File: config.mk
export PLATFORM = sky130hd
export DESIGN_NAME = lcg_keystream_xor_cipher
export DESIGN_NICKNAME = d
export VERILOG_FILES = /design/src/sv/lkx_pkg.sv /design/src/sv/lcg_keystream_xor_cipher.sv /design/src/sv/lkx_front.sv /design/src/sv/lkx_queue.sv /design/src/sv/lkx_back.sv
export SDC_FILE = /design/constraint.sdc
export NUM_CORES = 1
export LEC_CHECK = 0
export ABC_AREA = 1
export BUFFER_PORTS_ARGS = -buffer_cell sky130_fd_sc_hd__buf_2
export CAP_MARGIN = 10
export CORE_UTILIZATION = 44
export DETAILED_ROUTE_END_ITERATION = 8
export HOLD_SLACK_MARGIN = 0.05
export MAX_ROUTING_LAYER = met4
export PLACE_DENSITY = 0.69
export SETUP_SLACK_MARGIN = 0.2
export SLEW_MARGIN = 20
export SYNTH_ARGS = -nofsm -noshare
export SYNTH_HDL_FRONTEND = slang
export SYNTH_HIERARCHICAL = 1
export SYNTH_SLANG_ARGS = --single-unit
File: constraint.sdc
create_clock -name clk -period 5.6 [get_ports clk]
set_input_delay 1.68 -clock clk [delete_from_list [all_inputs] [get_ports clk]]
set_output_delay 1.68 -clock clk [all_outputs]
set_load 0.02 [all_outputs]
File: src/sv/lkx_pkg.sv
// Package for the LCG keystream XOR cipher: codes, constants and the queue entry type.
// Used by lkx_front, lkx_queue, lkx_back and lcg_keystream_xor_cipher.
package lkx_pkg;

	// Generator constants.
	localparam logic [31:0] LCG_MULT  = 32'h0808_8405;
	localparam logic [31:0] LCG_START = 32'h04A8_0B38;
	// Generator value one advance after reset, with the key at its reset value of zero.
	localparam logic [63:0] LCG_PROD0 = 64'(LCG_START) * 64'(LCG_MULT);
	localparam logic [31:0] LCG_NEXT0 = LCG_PROD0[31:0];

	// Field widths.
	localparam int unsigned BYTE_W  = 8;
	localparam int unsigned LIMIT_W = 17;
	localparam int unsigned STATE_W = 32;

	// Word limit values.
	localparam logic [LIMIT_W-1:0] LIMIT_UNLIMITED = '1;
	localparam logic [LIMIT_W-1:0] LIMIT_TYPE_LONG = 17'd12;
	localparam logic [LIMIT_W-1:0] LIMIT_TYPE_SHORT = 17'd4;

	// Packet types that select a word limit.
	localparam logic [7:0] PTYPE_LONG    = 8'h02;
	localparam logic [7:0] PTYPE_SHORT_A = 8'h04;
	localparam logic [7:0] PTYPE_SHORT_B = 8'h06;

	// Configuration register indexes.
	localparam logic CFG_KEY    = 1'b0;
	localparam logic CFG_XOR_EN = 1'b1;

	// Queue between the front and back parts.
	localparam int unsigned Q_DEPTH = 4;
	localparam int unsigned Q_PTR_W = $clog2(Q_DEPTH);
	localparam int unsigned Q_CNT_W = $clog2(Q_DEPTH + 1);

	// Input action codes.
	typedef enum logic [1:0] {
		ACT_DATA  = 2'd0,
		ACT_LIMIT = 2'd1,
		ACT_TYPE  = 2'd2,
		ACT_NONE  = 2'd3
	} action_t;

	// What the back part does with an item.
	typedef enum logic [1:0] {
		KIND_DATA,
		KIND_LIMIT,
		KIND_NONE
	} kind_t;

	// One classified item.
	typedef struct packed {
		kind_t              kind;
		logic [BYTE_W-1:0]  data_byte;
		logic               last;
		logic [LIMIT_W-1:0] new_limit;
		logic               type_error;
	} lkx_entry_t;

endpackage

File: src/sv/lcg_keystream_xor_cipher.sv
// Top level of the LCG keystream XOR cipher: configuration registers and the front,
// queue and back parts. Depends on lkx_pkg, lkx_front, lkx_queue and lkx_back.
//
// Usage:
// Items enter on the in channel (in_valid/in_ready) with action, data_byte, end_of_packet,
// limit_value and packet_type. Every item gives exactly one result on the out channel
// (out_valid/out_ready) with out_byte, out_last and type_error, in input order.
// Data bytes are XORed with the generator byte at their word position; limit actions
// set the word limit and return a zero result, with type_error set for an unknown type.
// A result passes the front stage, the queue and the output register before it is offered.
// Throughput is one item per cycle while results are taken: the next generator value is
// always held ready by a single constant multiplier in the back part, so a word start
// never stalls. A four-entry queue separates the front decode stage from the back part;
// when the receiver stalls, the output register holds its result, the queue fills, and
// in_ready drops only once the queue and the front stage are full. No result is dropped.
// Reset (arst_n low) clears the generator to its start value, the limit to unlimited, the
// byte position and bypass flag, empties the pipeline, sets the key to zero and the XOR
// enable to one. The user must write the registers through cfg_we/cfg_index/cfg_wdata,
// index 0 the key, 1 the XOR enable, only while no item is in flight; no logic checks it.
module lcg_keystream_xor_cipher (
	input  logic                        clk,
	input  logic                        arst_n,
	input  logic                        cfg_we,
	input  logic                        cfg_index,
	input  logic [lkx_pkg::BYTE_W-1:0]  cfg_wdata,
	input  logic                        in_valid,
	output logic                        in_ready,
	input  logic [1:0]                  action,
	input  logic [lkx_pkg::BYTE_W-1:0]  data_byte,
	input  logic                        end_of_packet,
	input  logic [lkx_pkg::LIMIT_W-1:0] limit_value,
	input  logic [7:0]                  packet_type,
	output logic                        out_valid,
	input  logic                        out_ready,
	output logic [lkx_pkg::BYTE_W-1:0]  out_byte,
	output logic                        out_last,
	output logic                        type_error
);
	import lkx_pkg::*;

	logic [BYTE_W-1:0] cipher_key_q;
	logic              xor_enable_q;
	logic              push_valid;
	logic              push_ready;
	lkx_entry_t        push_entry;
	logic              pop_valid;
	logic              pop_ready;
	lkx_entry_t        pop_entry;

	// Configuration registers.
	always_ff @(posedge clk or negedge arst_n) begin
		if (!arst_n) begin
			cipher_key_q <= '0;
			xor_enable_q <= 1'b1;
		end else if (cfg_we) begin
			case (cfg_index)
				CFG_KEY:    cipher_key_q <= cfg_wdata;
				CFG_XOR_EN: xor_enable_q <= cfg_wdata[0];
				default:    cipher_key_q <= cipher_key_q;
			endcase
		end
	end

	// Decode stage.
	lkx_front u_front (
		.clk           (clk),
		.arst_n        (arst_n),
		.in_valid      (in_valid),
		.in_ready      (in_ready),
		.action        (action),
		.data_byte     (data_byte),
		.end_of_packet (end_of_packet),
		.limit_value   (limit_value),
		.packet_type   (packet_type),
		.push_valid    (push_valid),
		.push_ready    (push_ready),
		.push_entry    (push_entry)
	);

	// Decoupling queue.
	lkx_queue u_queue (
		.clk        (clk),
		.arst_n     (arst_n),
		.push_valid (push_valid),
		.push_ready (push_ready),
		.push_entry (push_entry),
		.pop_valid  (pop_valid),
		.pop_ready  (pop_ready),
		.pop_entry  (pop_entry)
	);

	// Keystream and limit processing.
	lkx_back u_back (
		.clk        (clk),
		.arst_n     (arst_n),
		.cipher_key (cipher_key_q),
		.xor_enable (xor_enable_q),
		.pop_valid  (pop_valid),
		.pop_ready  (pop_ready),
		.pop_entry  (pop_entry),
		.out_valid  (out_valid),
		.out_ready  (out_ready),
		.out_byte   (out_byte),
		.out_last   (out_last),
		.type_error (type_error)
	);

endmodule

File: src/sv/lkx_front.sv
// Front part: accepts input items, decodes the action and works out any new word limit.
// Depends on lkx_pkg.
module lkx_front (
	input  logic                        clk,
	input  logic                        arst_n,
	input  logic                        in_valid,
	output logic                        in_ready,
	input  logic [1:0]                  action,
	input  logic [lkx_pkg::BYTE_W-1:0]  data_byte,
	input  logic                        end_of_packet,
	input  logic [lkx_pkg::LIMIT_W-1:0] limit_value,
	input  logic [7:0]                  packet_type,
	output logic                        push_valid,
	input  logic                        push_ready,
	output lkx_pkg::lkx_entry_t         push_entry
);
	import lkx_pkg::*;

	logic       valid_s1;
	lkx_entry_t entry_s1;
	lkx_entry_t entry_d;

	// The stage takes a new item when it is empty or its item moves to the queue.
	assign in_ready   = !valid_s1 || push_ready;
	assign push_valid = valid_s1;
	assign push_entry = entry_s1;

	// Classify the item and resolve the limit it asks for.
	always_comb begin
		entry_d            = '0;
		entry_d.kind       = KIND_NONE;
		entry_d.data_byte  = data_byte;
		entry_d.last       = end_of_packet;
		entry_d.new_limit  = LIMIT_UNLIMITED;
		entry_d.type_error = 1'b0;
		case (action_t'(action))
			ACT_DATA: begin
				entry_d.kind = KIND_DATA;
			end
			ACT_LIMIT: begin
				entry_d.kind = KIND_LIMIT;
				// Any negative limit means unlimited.
				entry_d.new_limit = limit_value[LIMIT_W-1] ? LIMIT_UNLIMITED : limit_value;
			end
			ACT_TYPE: begin
				if (packet_type == PTYPE_LONG) begin
					entry_d.kind      = KIND_LIMIT;
					entry_d.new_limit = LIMIT_TYPE_LONG;
				end else if (packet_type == PTYPE_SHORT_A || packet_type == PTYPE_SHORT_B) begin
					entry_d.kind      = KIND_LIMIT;
					entry_d.new_limit = LIMIT_TYPE_SHORT;
				end else begin
					entry_d.type_error = 1'b1;
				end
			end
			default: begin
				entry_d.kind = KIND_NONE;
			end
		endcase
	end

	// Stage valid flag.
	always_ff @(posedge clk or negedge arst_n) begin
		if (!arst_n) begin
			valid_s1 <= 1'b0;
		end else if (in_ready) begin
			valid_s1 <= in_valid;
		end
	end

	// Stage payload.
	always_ff @(posedge clk) begin
		if (in_valid && in_ready) begin
			entry_s1 <= entry_d;
		end
	end

	// An item that sets a limit never carries a type error.
	assert property (@(posedge clk) disable iff (!arst_n)
		(valid_s1 && entry_s1.kind == KIND_LIMIT) |-> !entry_s1.type_error)
		else $error("limit item marked as type error");

	// A held item stays put while the queue is full.
	assert property (@(posedge clk) disable iff (!arst_n)
		(valid_s1 && !push_ready) |=> (valid_s1 && $stable(entry_s1)))
		else $error("front stage lost an item while stalled");

	// An unknown packet type never sets a limit.
	assert property (@(posedge clk) disable iff (!arst_n)
		(valid_s1 && entry_s1.type_error) |-> entry_s1.kind == KIND_NONE)
		else $error("type error item would change the limit");

endmodule

File: src/sv/lkx_queue.sv
// Short queue of classified items between the front and back parts.
// Depends on lkx_pkg.
module lkx_queue (
	input  logic                clk,
	input  logic                arst_n,
	input  logic                push_valid,
	output logic                push_ready,
	input  lkx_pkg::lkx_entry_t push_entry,
	output logic                pop_valid,
	input  logic                pop_ready,
	output lkx_pkg::lkx_entry_t pop_entry
);
	import lkx_pkg::*;

	lkx_entry_t           slot_q [Q_DEPTH];
	logic [Q_PTR_W-1:0]   wr_ptr_q;
	logic [Q_PTR_W-1:0]   rd_ptr_q;
	logic [Q_CNT_W-1:0]   count_q;
	logic                 push;
	logic                 pop;

	assign push_ready = count_q != Q_CNT_W'(Q_DEPTH);
	assign pop_valid  = count_q != '0;
	assign pop_entry  = slot_q[rd_ptr_q];
	assign push       = push_valid && push_ready;
	assign pop        = pop_valid && pop_ready;

	// Pointers and fill count.
	always_ff @(posedge clk or negedge arst_n) begin
		if (!arst_n) begin
			wr_ptr_q <= '0;
			rd_ptr_q <= '0;
			count_q  <= '0;
		end else begin
			if (push) begin
				wr_ptr_q <= wr_ptr_q + 1'b1;
			end
			if (pop) begin
				rd_ptr_q <= rd_ptr_q + 1'b1;
			end
			if (push && !pop) begin
				count_q <= count_q + 1'b1;
			end else if (pop && !push) begin
				count_q <= count_q - 1'b1;
			end
		end
	end

	// Entry storage.
	always_ff @(posedge clk) begin
		if (push) begin
			slot_q[wr_ptr_q] <= push_entry;
		end
	end

	// The fill count always matches the pointer distance.
	assert property (@(posedge clk) disable iff (!arst_n)
		(count_q != Q_CNT_W'(Q_DEPTH)) |-> (Q_PTR_W'(wr_ptr_q - rd_ptr_q) == count_q[Q_PTR_W-1:0]))
		else $error("queue count out of step with pointers");

	// A transfer into a full queue would overwrite the head.
	assert property (@(posedge clk) disable iff (!arst_n)
		$past(count_q) == Q_CNT_W'(Q_DEPTH) && !$past(pop) |-> count_q == Q_CNT_W'(Q_DEPTH))
		else $error("full queue changed without a pop");

endmodule

File: src/sv/lkx_back.sv
// Back part: runs the generator, the word limit and the packet framing, one item per cycle
// while out_ready allows, and holds the result in an output register. Depends on lkx_pkg.
module lkx_back (
	input  logic                       clk,
	input  logic                       arst_n,
	input  logic [lkx_pkg::BYTE_W-1:0] cipher_key,
	input  logic                       xor_enable,
	input  logic                       pop_valid,
	output logic                       pop_ready,
	input  lkx_pkg::lkx_entry_t        pop_entry,
	output logic                       out_valid,
	input  logic                       out_ready,
	output logic [lkx_pkg::BYTE_W-1:0] out_byte,
	output logic                       out_last,
	output logic                       type_error
);
	import lkx_pkg::*;

	logic [STATE_W-1:0] state_q;
	logic [STATE_W-1:0] next_q;
	logic [LIMIT_W-1:0] words_left_q;
	logic [1:0]         byte_pos_q;
	logic               bypass_q;
	logic               out_valid_q;
	logic [BYTE_W-1:0]  out_byte_q;
	logic               out_last_q;
	logic               type_error_q;

	logic               take;
	logic               is_data;
	logic               ciphering;
	logic               at_word;
	logic               limit_hit;
	logic               advance;
	logic [STATE_W-1:0] key_word;
	logic [BYTE_W-1:0]  key_byte;
	logic [BYTE_W-1:0]  res_byte;
	logic [STATE_W-1:0] mul_src;
	logic [STATE_W-1:0] mul_prod;

	assign pop_ready  = !out_valid_q || out_ready;
	assign take       = pop_valid && pop_ready;
	assign out_valid  = out_valid_q;
	assign out_byte   = out_byte_q;
	assign out_last   = out_last_q;
	assign type_error = type_error_q;

	// Keystream decision for a data byte.
	assign is_data   = take && pop_entry.kind == KIND_DATA;
	assign ciphering = is_data && xor_enable && !bypass_q;
	assign at_word   = ciphering && byte_pos_q == 2'd0;
	assign limit_hit = at_word && words_left_q == '0;
	assign advance   = at_word && words_left_q != '0;

	// At a word start the precomputed next value is the one in use.
	assign key_word = advance ? next_q : state_q;
	always_comb begin
		case (byte_pos_q)
			2'd0:    key_byte = key_word[7:0];
			2'd1:    key_byte = key_word[15:8];
			2'd2:    key_byte = key_word[23:16];
			default: key_byte = key_word[31:24];
		endcase
	end
	assign res_byte = (ciphering && !limit_hit) ? (pop_entry.data_byte ^ key_byte)
		: pop_entry.data_byte;

	// The next generator value is kept one advance ahead, so an advance never waits.
	assign mul_src  = advance ? next_q : state_q;
	assign mul_prod = mul_src * LCG_MULT;

	// Generator registers.
	always_ff @(posedge clk or negedge arst_n) begin
		if (!arst_n) begin
			state_q <= LCG_START;
			next_q  <= LCG_NEXT0;
		end else begin
			if (advance) begin
				state_q <= next_q;
			end
			next_q <= mul_prod + STATE_W'(cipher_key);
		end
	end

	// Word limit and packet framing.
	always_ff @(posedge clk or negedge arst_n) begin
		if (!arst_n) begin
			words_left_q <= LIMIT_UNLIMITED;
			byte_pos_q   <= 2'd0;
			bypass_q     <= 1'b0;
		end else if (take) begin
			case (pop_entry.kind)
				KIND_DATA: begin
					if (advance && !words_left_q[LIMIT_W-1]) begin
						words_left_q <= words_left_q - 1'b1;
					end
					if (pop_entry.last) begin
						byte_pos_q <= 2'd0;
						bypass_q   <= 1'b0;
					end else begin
						byte_pos_q <= byte_pos_q + 2'd1;
						bypass_q   <= bypass_q || limit_hit;
					end
				end
				KIND_LIMIT: begin
					words_left_q <= pop_entry.new_limit;
				end
				default: begin
					words_left_q <= words_left_q;
				end
			endcase
		end
	end

	// Output register valid flag.
	always_ff @(posedge clk or negedge arst_n) begin
		if (!arst_n) begin
			out_valid_q <= 1'b0;
		end else if (pop_ready) begin
			out_valid_q <= pop_valid;
		end
	end

	// Output register payload; limit and unused actions give zero byte and last.
	always_ff @(posedge clk) begin
		if (take) begin
			out_byte_q   <= is_data ? res_byte : '0;
			out_last_q   <= is_data && pop_entry.last;
			type_error_q <= pop_entry.type_error;
		end
	end

	// A negative limit is only ever the unlimited mark.
	assert property (@(posedge clk) disable iff (!arst_n)
		words_left_q[LIMIT_W-1] |-> words_left_q == LIMIT_UNLIMITED)
		else $error("word limit below minus one");

	// With the key steady, the precomputed value is one advance ahead of the state.
	assert property (@(posedge clk) disable iff (!arst_n)
		$stable(cipher_key) |-> next_q == STATE_W'(state_q * LCG_MULT) + STATE_W'(cipher_key))
		else $error("precomputed generator value out of step");

	// An error result carries no byte and no packet end.
	assert property (@(posedge clk) disable iff (!arst_n)
		(out_valid_q && type_error_q) |-> (out_byte_q == '0 && !out_last_q))
		else $error("type error result with payload");

	// Bypass never outlives the end of a packet.
	assert property (@(posedge clk) disable iff (!arst_n)
		(is_data && pop_entry.last) |=> !bypass_q && byte_pos_q == 2'd0)
		else $error("framing not cleared at end of packet");

endmodule

==> qor.log <==
qor: synthesis.post_synth_and_or_nand_nor_area_fraction 15.3%
qor: synthesis.synth-main-ff-cell edfxtp_1
qor: clock_tree.insertion_delay 560 ps
qor: synthesis.synth_top_cell_area_share 29.7%
qor: routing.drt.antenna.violating_nets 0
qor: synthesis.synthesized_area_fraction_occupied_by_xor_and_xnor_cells 1.74%
qor: clock_tree.cts-hold-fix-buffers 0
qor: routing.route.detailed.drc 0
qor: synthesis.muxShareOfSynthArea 0.0720%
qor: cells_and_area.finish.instance_area 20,300 µm²
qor: sta.achievable-frequency 175 MHz
qor: floorplanning.boundaryPins 62
qor: cells_and_area.fin_nets 2,090
qor: setup_path.timing.critical_path.required 6090 ps
qor: setup_path.worst_r2r_startpoint u_queue/rd_ptr_q[0]
qor: global_route.grt_pass1_wl 60,300 µm
qor: sta.finalCritPeriodShare 102%
qor: setup_path.timing_worst_setup_path_type in -> reg
qor: setup_path.peak_per_stage_delay_on_the_critical_path 520 ps
qor: setup_path.critPathArrivalTime 6210 ps
qor: min_path.worst_hold_path.num_cells 2
qor: sta.postLayoutSetupSlackWorst -117 ps
qor: routing.viasPerCell 5.05
qor: setup_path.timing.critical_path.slowest_stage_cell fa_1
qor: sta.setup_total_negative_slack -404 ps
qor: placement.finalWeightedCongestion 0.935
qor: synthesis.synth_seq_cells 257
qor: synthesis.synth_top_family_by_area adder cells
qor: placement.place.detailed.hpwl 27,500 µm
qor: routing.drt_pre_antenna_iters 6
qor: cells_and_area.number_of_diodes 0
qor: routing.avgRoutedWirePerCell 16.6 µm
qor: sta.maxSlewHeadroom 31.7%
qor: floorplanning.die_x 191 µm
qor: synthesis.yosysWarningCount 6
qor: outcome.violations setup timing
qor: routing.drt_first_iter_violations 686
qor: sta.minimum_period_implied_by_the_final_worst_setup_slack 5720 ps
qor: clock_tree.tritoncts_sink_count 257
qor: synthesis.mappedNetlistNets 1,827
qor: setup_path.timing.critical_path.from_type primary input
qor: floorplanning.design.die.area 36,300 µm²
qor: sta.hold_viol_final 0
qor: cells_and_area.fillCellCount 2,829
qor: routing.drt_wl_total 38,200 µm
qor: global_route.grt_pass1_vias 11,800
qor: min_path.hold_path.class reg -> reg
qor: clock_tree.htreeDepth 1
qor: global_route.grt_start_max_net_pins 70
qor: clock_tree.clk_root_buffer_cell clkbuf_16
qor: setup_path.rr_endpoint u_back/next_q[31]
qor: global_route.number_of_antenna_violations_at_the_first_check_in_global_routing 0
qor: floorplanning.initial_core_utilization 45.0%
qor: placement.io_buffers 61
qor: floorplanning.core_box_area 34,800 µm²
qor: clock_tree.cts_buffers 29
qor: synthesis.fraction_of_the_mapped_netlist_area_in_adder_cells 19.7%
qor: synthesis.synth_area 15,600 µm²
qor: synthesis.ys_types 52
qor: synthesis.fraction_of_the_yosys_area_taken_by_sequential_cells 46.4%
qor: cells_and_area.drive_above_1_share 32.5%
qor: sta.clock-skew-final 16.5 ps
qor: floorplanning.floorplan.rows 68
qor: floorplanning.dieHeight 191 µm
qor: outcome.outcome complete, but fails checks
qor: global_route.grt.total_usage 22.0%
qor: setup_path.critPathMaxFanout 6
qor: synthesis.synth_cells 1,563
qor: sta.finalMaxSlewViolations 0
qor: placement.post-place-cells 2,223
qor: placement.post_dp_cell_area 18,400 µm²
qor: synthesis.number_of_synthesized_flops_with_an_enable_pin 155
qor: synthesis.yosysTopAreaCell edfxtp_1
qor: sta.grt_setup_unrepaired yes
qor: clock_tree.cts_tree yes
qor: synthesis.synth_compound_area_share 8.86%
qor: synthesis.postSynthAreaPerCell 10.0 µm²
qor: sta.tightest_slew 1020 ps
qor: cells_and_area.synthToLayoutAreaGrowth 29.5%
qor: synthesis.netlist_top_cells_area edfxtp_1, ha_1, dfrtp_1, nand2_1, fa_1
qor: min_path.hp-start cipher_key_q[7]
qor: cells_and_area.final_cell_count_no_fill 2,302
qor: setup_path.reg2reg_depth 30
qor: synthesis.postSynth.asyncResetShare 39.7%
qor: placement.dpl_worst_slack -812 ps
qor: synthesis.synth.top_cells.by_count nand2_1, inv_1, ha_1, edfxtp_1, nand3_1
qor: job.maxCapViolations 0
qor: routing.detailroute.via_count 11,600
qor: sta.finalSetupViolCount 8
qor: setup_path.cp-end-kind flop
qor: min_path.hold_end cipher_key_q[7]
qor: global_route.grt_overflow_total 0
qor: clock_tree.cts_buffer_depth 3
qor: clock_tree.clk_pin_slew 70 ps
qor: setup_path.reg2reg_setup_slack 100 ps
qor: synthesis.most_frequently_used_cell_type_in_the_post_synthesis_netlist nand2_1
[registers in the layout (all words and copies together) (netlist names), 3 cells and up]
| name | cells |
|---|---|
| u_back/words_left_q | 17 |
| u_back/next_q | 32 |
| u_back/state_q | 32 |
| u_back/out_byte | 8 |
| u_queue/slot_q | 116 |
| cipher_key_q | 8 |
| u_queue/count_q | 3 |
| u_front/push_entry | 29 |
[routing by layer]
metal / vias up / wire, µm / GRT usage [%]
met5: - / 0 / -
li1: 5702 / - / -
met2: 255 / 18900 / 36.8
met4: 0 / 1340 / 7.42
met3: 79 / 1690 / 2.94
met1: 5586 / 16300 / 27.3
[kinds of logic after synthesis]
logic type | count (synthesis)
AND/OR/NAND/NOR | 571
buffers and inverters | 293
flip-flops | 257
adder cells (fa/ha/maj) | 214
AO/OA/AOI/OAI | 196
XOR/XNOR | 31
multiplexers | 1
[cell usage in the layout, fill, tap and decap left out, drive strengths merged, types with 2 or more instances in the layout]
cell	count
ha	160
a211oi	2
o21bai	2
clkbuf	34
or2	2
buf	274
nand3	82
a31oi	7
a21o	6
a21oi	47
inv	249
xor2	23
edfxtp	155
fa	54
o221ai	4
o211ai	61
and2	4
dfrtp	61
bufinv	3
a21boi	6
nor2	82
nand3b	4
dfstp	41
o21ai	58
clkinv	12
nand2	377
nand4	15
clkinvlp	4
nor3	4
xnor2	8
[final cells by class]
| cell class | count | area (µm²) | share of cell area, % |
|---|---|---|---|
| Clock buffer | 33 | 741 | 3.65 |
| Clock inverter | 19 | 180 | 0.889 |
| Inverter | 249 | 948 | 4.68 |
| Multi-Input combinational cell | 1014 | 8500 | 42.0 |
| Sequential cell | 257 | 7260 | 35.8 |
| Tap cell | 455 | 569 | 2.81 |
| Timing Repair Buffer | 275 | 2070 | 10.2 |
[through the flow]
| stage | util, % | hold slack [ps] |
|---|---|---|
| after floorplan | - | 442 |
| after global placement | 52.9 | 462 |
| after detailed placement | 52.9 | 463 |
| after CTS | 56.2 | 479 |
| after global routing | 58.2 | 501 |
| final | 58.2 | 473 |
[worst max path at each step]
| stage | start | endpoint | cells past startpoint |
|---|---|---|---|
| after global routing | out_ready | u_back/next_q[31] | 30 |
| after CTS | out_ready | u_back/next_q[31] | 30 |
| final | out_ready | u_back/next_q[31] | 29 |
| after global placement | out_ready | u_back/next_q[27] | 26 |
| after floorplan | out_ready | u_back/next_q[31] | 28 |
| after detailed placement | out_ready | u_back/next_q[27] | 26 |
[critical path: cells and delay by family]
family | cells | cell delay, ps
fa+ha+maj | 7 | 2690
simple gates | 13 | 1250
buf+inv | 8 | 530
compound gates | 1 | 50
[timing repair]
action,4_1_cts,5_1_grt
gates cloned,1,1
setup endpoints to repair,19,22
pin swaps,33,54
endpoints found under the hold margin,0,0
setup buffers,8,17
resized for setup,42,105
Power is left out: the tool's default activity adds up to more than one toggle a clock period on the data nets, which glitch-free logic cannot reach.
